## src/hdl/rsd_pkg.sv

```systemverilog
// Shared types and constants of the run-length sprite pixel decoder.
package rsd_pkg;

    localparam int WORD_W   = 16;
    localparam int COUNT_W  = 15;
    localparam int COL_W    = 16;
    localparam int ROW_W    = 17;
    localparam int COORD_W  = 18;
    localparam int CFG_IDX_W = 3;
    localparam int LIT_FLAG_BIT = 15;

    // Divider: dividend is column plus a 15-bit skip, one quotient bit a step
    localparam int DIV_W     = 17;
    localparam int DIV_CNT_W = $clog2(DIV_W);

    // Register indexes of the write port
    localparam logic [CFG_IDX_W-1:0] CFG_POS_X         = 3'd0;
    localparam logic [CFG_IDX_W-1:0] CFG_POS_Y         = 3'd1;
    localparam logic [CFG_IDX_W-1:0] CFG_SPRITE_WIDTH  = 3'd2;
    localparam logic [CFG_IDX_W-1:0] CFG_SPRITE_HEIGHT = 3'd3;
    localparam logic [CFG_IDX_W-1:0] CFG_TARGET_WIDTH  = 3'd4;
    localparam logic [CFG_IDX_W-1:0] CFG_TARGET_HEIGHT = 3'd5;

    // Register reset values
    localparam logic [WORD_W-1:0] RST_SPRITE_WIDTH  = 16'd1;
    localparam logic [WORD_W-1:0] RST_SPRITE_HEIGHT = 16'd1;
    localparam logic [WORD_W-1:0] RST_TARGET_WIDTH  = 16'd320;
    localparam logic [WORD_W-1:0] RST_TARGET_HEIGHT = 16'd240;

    typedef struct packed {
        logic               start;
        logic [DIV_W-1:0]   dividend;
        logic [WORD_W-1:0]  divisor;
    } div_req_t;

    typedef struct packed {
        logic               done;
        logic [DIV_W-1:0]   quotient;
        logic [WORD_W-1:0]  remainder;
    } div_rsp_t;

endpackage

```

## src/hdl/rsd_divider.sv

```systemverilog
// Restoring divider, one quotient bit per cycle, with a fast path for small dividends.
module rsd_divider
    import rsd_pkg::*;
(
    input  logic     clk,
    input  logic     rst_n,
    input  div_req_t req,
    output div_rsp_t rsp
);

    logic                 busy_reg, busy_next;
    logic                 done_reg, done_next;
    logic [DIV_CNT_W-1:0] count_reg, count_next;
    logic [DIV_W-1:0]     rem_reg, rem_next;
    logic [DIV_W-1:0]     quot_reg, quot_next;
    logic [WORD_W-1:0]    divisor_reg, divisor_next;
    logic [DIV_W-1:0]     trial;
    logic                 fits;

    always_comb
    begin
        busy_next    = busy_reg;
        done_next    = 1'b0;
        count_next   = count_reg;
        rem_next     = rem_reg;
        quot_next    = quot_reg;
        divisor_next = divisor_reg;
        // shift the next dividend bit into the partial remainder
        trial = {rem_reg[DIV_W-2:0], quot_reg[DIV_W-1]};
        fits  = trial >= {1'b0, divisor_reg};

        if (busy_reg)
        begin
            rem_next  = fits ? (trial - {1'b0, divisor_reg}) : trial;
            quot_next = {quot_reg[DIV_W-2:0], fits};
            if (count_reg == '0)
            begin
                busy_next = 1'b0;
                done_next = 1'b1;
            end
            else
            begin
                count_next = count_reg - 1'b1;
            end
        end
        else if (req.start)
        begin
            divisor_next = req.divisor;
            if (req.dividend < {1'b0, req.divisor})
            begin
                // quotient is zero: finish at once
                quot_next = '0;
                rem_next  = req.dividend;
                done_next = 1'b1;
            end
            else
            begin
                quot_next  = req.dividend;
                rem_next   = '0;
                count_next = DIV_CNT_W'(DIV_W - 1);
                busy_next  = 1'b1;
            end
        end
    end

    always_ff @(posedge clk or negedge rst_n)
    begin
        if (!rst_n)
        begin
            busy_reg  <= 1'b0;
            done_reg  <= 1'b0;
            count_reg <= '0;
        end
        else
        begin
            busy_reg  <= busy_next;
            done_reg  <= done_next;
            count_reg <= count_next;
        end
    end

    always_ff @(posedge clk)
    begin
        rem_reg     <= rem_next;
        quot_reg    <= quot_next;
        divisor_reg <= divisor_next;
    end

    assign rsp.done      = done_reg;
    assign rsp.quotient  = quot_reg;
    assign rsp.remainder = rem_reg[WORD_W-1:0];

endmodule

```

## config.mk

```make
export PLATFORM = sky130hd
export DESIGN_NAME = rsd_divider
export DESIGN_NICKNAME = d
export VERILOG_FILES = /design/src/hdl/rsd_pkg.sv /design/src/hdl/rsd_divider.sv
export SDC_FILE = /design/constraint.sdc
export NUM_CORES = 1
export LEC_CHECK = 0
export ABC_CLOCK_PERIOD_IN_PS = 2800
export BUFFER_PORTS_ARGS = -buffer_cell sky130_fd_sc_hd__clkbuf_2
export CORE_UTILIZATION = 55
export CTS_BUF_LIST = sky130_fd_sc_hd__clkbuf_4
export CTS_CLUSTER_DIAMETER = 50
export DETAILED_ROUTE_END_ITERATION = 6
export GPL_TIMING_DRIVEN = 1
export PLACE_DENSITY_LB_ADDON = 0.25
export SKIP_CTS_REPAIR_TIMING = 1
export SLEW_MARGIN = 5
export SYNTH_ARGS = -nofsm -noshare
export SYNTH_HDL_FRONTEND = slang
export SYNTH_SLANG_ARGS = --single-unit
```

## constraint.sdc

```tcl
create_clock -name clk -period 2.8 [get_ports clk]
set_input_delay 0.56 -clock clk [delete_from_list [all_inputs] [get_ports clk]]
set_output_delay 0.56 -clock clk [all_outputs]
set_load 0.02 [all_outputs]
```

Word-level counts from Yosys, hierarchy flattened
Cells that the tools add are included.
{ "op_classes": {"shift": 0, "addsub": 2, "bitwise_logic": 1, "div": 0, "order_cmp": 2, "reduce_logical": 4, "n_mul": 0, "eq_ne": 2, "n_mux": 19} }
{ "op_table": {"columns": ["op", "n"], "rows": [
  ["$mux 16", 4],
  ["$mux 17", 3],
  ["$mux 5", 4],
  ["$ge 17x16->1", 1],
  ["$lt 17x16->1", 1],
  ["$sub 16x16->16", 1],
  ["$mux 1", 8],
  ["$logic_not 5->1", 1],
  ["$sub 5x1->5 const B", 1],
  ["$ne 2x2->1 const B", 2],
  ["$reduce_and 3->1", 1],
  ["$reduce_and 2->1", 1],
  ["$reduce_bool 2->1", 1],
  ["$not 1->1", 1]
]} }
{ "word_totals": {"latchBits": 0, "register_bits": 56, "mem_bits_ro": 0, "in_bits": 36, "mem_count": 0, "word_cells": 36, "ram_bits": 0, "output_inout_bits": 34} }

Longest topological paths before layout
{ "logic_depth": {"ltp_word": 4, "ltp_mapped": 10, "mapped_depth_nobuf": 10} }

Worst setup path before layout
OpenSTA, ideal clock, no wires.
{ "synth_path": {"kind": "register to register", "from": "reg rem_reg[10]", "to": "reg rem_reg[11], data pin", "slack_ns": 0.123, "path_buffers": 1, "path_stages_with_launch": 9, "period_less_slack_ns": 2.677, "t_arrival_ns": 2.417, "required_time_ns": 2.539, "setup_ns": 0.261, "path_cell_list": "edfxtp_1 -> ha_1 -> nand4_2 -> or4_4 -> nand2b_1 -> o31ai_2 -> and3_4 -> buf_6 -> a221o_1"} }
{ "synth_via": {"elab_chain_len": 3} }
{ "synth_lines": {"columns": ["element", "line_no", "source"], "rows": [
  ["from (decl)", "rsd_divider.sv:14", "logic [DIV_W-1:0] rem_reg, rem_next;"],
  ["from (signal assigned)", "rsd_divider.sv:84", "rem_reg <= rem_next;"],
  ["$sub 16x16->16 / $ge 17x16->1 (equally long branches)", "rsd_divider.sv:34, rsd_divider.sv:30", null],
  ["$mux 16 (*)", "rsd_divider.sv:34", "rem_next = fits ? (trial - {1'b0, divisor_reg}) : trial;"],
  ["$mux 16 (*)", "rsd_divider.sv:32", "if (busy_reg)"],
  ["via rem_next[11]", "rsd_divider.sv:14", null]
]} }
The timed path passes the listed nets; every way through them passes the cells marked *.
A chain may end at the register's enable or synchronous reset.

Final worst setup path
{ "layout_path": {"from": "reg rem_reg[10]", "to": "reg rem_reg[14], data pin"} }
Same word-level chain as after synthesis.

==> metrics <==
Die Height 83.5 microns; top cells by area, synth edfxtp_1 40%, ha_1 11%, dfrtp_1 4.8%; relative max-transition margin 0.428; share of cells above drive strength 1 0.260; largest net degree at the start of global routing 37; DRT iter0 DRCs 253; worst-path maximum fanout 13; CTS buffer count 5; worst path cell trace ha_2, nand4_2, or4_4, nand2b_1, o31ai_4, and3_4, a221o_1; area of the die 6970 sq um; leading cell type in the layout, fill and taps excluded clkbuf_2; status finished clean; min Tclk post-route 2.69 ns; sequential share of the synthesized area 0.451; placed cell count 515; DRT antenna net count 0; Gate Count Post-Synth 355; Synth area leader edfxtp_1; # nets final 519; I/O Buffers 69; busiest grt layer met2; Final Hold Fails 0; vias 3195; Global Route Usage Sum 0.278; fmax 372 MHz; initial antenna violation count 0; most frequent cells in the layout 69 x clkbuf_2, 49 x edfxtp_1, 41 x inv_1, 40 x nand2_1, 31 x ha_1; Clk Latency, worst-skew pair 0.38 ns; Top FF cell, synth edfxtp_1; DR vias/cell 6.06; Crit-path slowest cell or4_4; startpoint class of the critical path flop; library cells used by synthesis 58; root buffer cell clkbuf_4; aggregate global routing overflow 0; Critical Path AT 2.84 ns; Netlist Area Pre-Place 3650 sq um; Worst setup EP type flop; max FFs per register 17; CTS tree built; Async SR Flop Fraction 0.125; Starting Density 0.572; worst setup path class flop to flop; max-cap violation count 0; FP Rows 29; Tcrit/Tclk final 0.960; syn_nets 425; Crit path required time 2.95 ns; Crit path largest cell delay 0.57 ns; routability cong. 0.908; Post-DP HPWL 7.17 mm; Final setup viols 0; Warnings, synthesis 0; Die Span X 83.5 microns; global-route wire length before repair 15.3 mm; GR Util met1 0.393; H-tree depth 2; Area growth syn-to-layout 19.3%; GR Util met2 0.461; #FFs+latches synth 56; VDD IR max 0.686 mV; DR WL/cell 17.6 microns; number of flops mapped to enable cells by yosys 49; drt first pass iters 5; Worst Tran Pin Value 0.855 ns; skew final 0.00662 ns; antenna diode count 0; Clock Path Buffers 2; vias in the first global route 3083; Core Area 6390 sq um; Fin Setup TNS 0 ns; Slew Viols, Final 0; drc violations 0; Worst-path clk slew 0.16 ns; CTS sink cnt 56; final std cells w/o fill 527; Lkg Pwr 2.10 nW; P per Cell Area 1160 nW/um^2; final wirelength 9.27 mm; Hold Path Class primary input to flop; IO Count 70; Yosys top cell area share 0.403; RSZ-0062 raised after global routing yes; grt met3 use 0.0376; Synth Area per Inst 10.3 sq um
routing by layer:
layer  share of wire  vias up
met5               0        -
met4          0.0081        0
met3           0.063        6
met2            0.49      119
met1            0.44     1532
li1                -     1538
report_power, final:
group	switching (mW)	internal (mW)
logic	1.72	1.25
registers	0.235	1.38
clock network	0.258	0.198
worst max-delay path: cells and delay by family, from the launching register on:
kind	cells	cell delay, ns
AO/OA/AOI/OAI	2	0.45
adder cells (fa/ha/maj)	1	0.43
flip-flops	1	0.46
AND/OR/NAND/NOR	4	1.12
cell usage after synthesis, drive strengths merged (4+ instances only):
| master | instances |
|---|---|
| clkbuf | 7 |
| nor2b | 4 |
| o21ai | 23 |
| nand4 | 5 |
| edfxtp | 49 |
| nor2 | 17 |
| nand2 | 40 |
| a21o | 11 |
| inv | 41 |
| and3 | 7 |
| xnor2 | 5 |
| nor4 | 4 |
| a211oi | 6 |
| a21oi | 10 |
| a221o | 16 |
| nand3 | 4 |
| a31oi | 4 |
| dfrtp | 7 |
| nor3 | 6 |
| ha | 33 |
| nand2b | 5 |
| o31ai | 5 |
per-stage QoR:
step	total power, mW	utilization	hold WS [ns]	setup slack (ns)	cell area, sq um
after floorplan	3.63	-	0.264	0.123	3650
after global placement	4.44	0.661	0.406	-0.0352	4220
after detailed placement	4.52	0.661	0.407	-0.137	4220
after CTS	4.98	0.674	-0.0158	0.0747	4300
after global routing	5.42	0.682	0.333	-0.0369	4360
final	5.05	0.682	0.363	0.112	4360
final timing paths:
check	from	to	slack, ns	depth (start not counted)
min in group asynchronous	rst_n	done_reg	0.54	2
worst min register to register	count_reg[0]	count_reg[0]	0.51	1
worst max-delay path	rem_reg[10]	rem_reg[14]	0.11	7
worst max register to register	rem_reg[10]	rem_reg[14]	0.11	7
worst min-delay path	req[5]	divisor_reg[5]	0.36	1
max in group asynchronous	rst_n	count_reg[2]	2.10	2
layout make-up:
type	instances	area [sq um]
inverter	41	154
timing repair buffer	97	558
sequential	56	1650
tap	77	96.3
multi-input combinational	248	1820
fill	520	2030
clock buffer	6	45.0
clock inverter	2	35.0
cell families after synthesis:
group,count (synthesis),synth area share
buffers and inverters,51,0.0559
xor gates and xnor gates,8,0.0192
and+or+nand+nor,105,0.147
AOI/OAI and AO/OA,99,0.202
muxes,2,0.00583
adders and majority gates,34,0.119
DFF,56,0.451
Power figures use the tool's default switching activity.
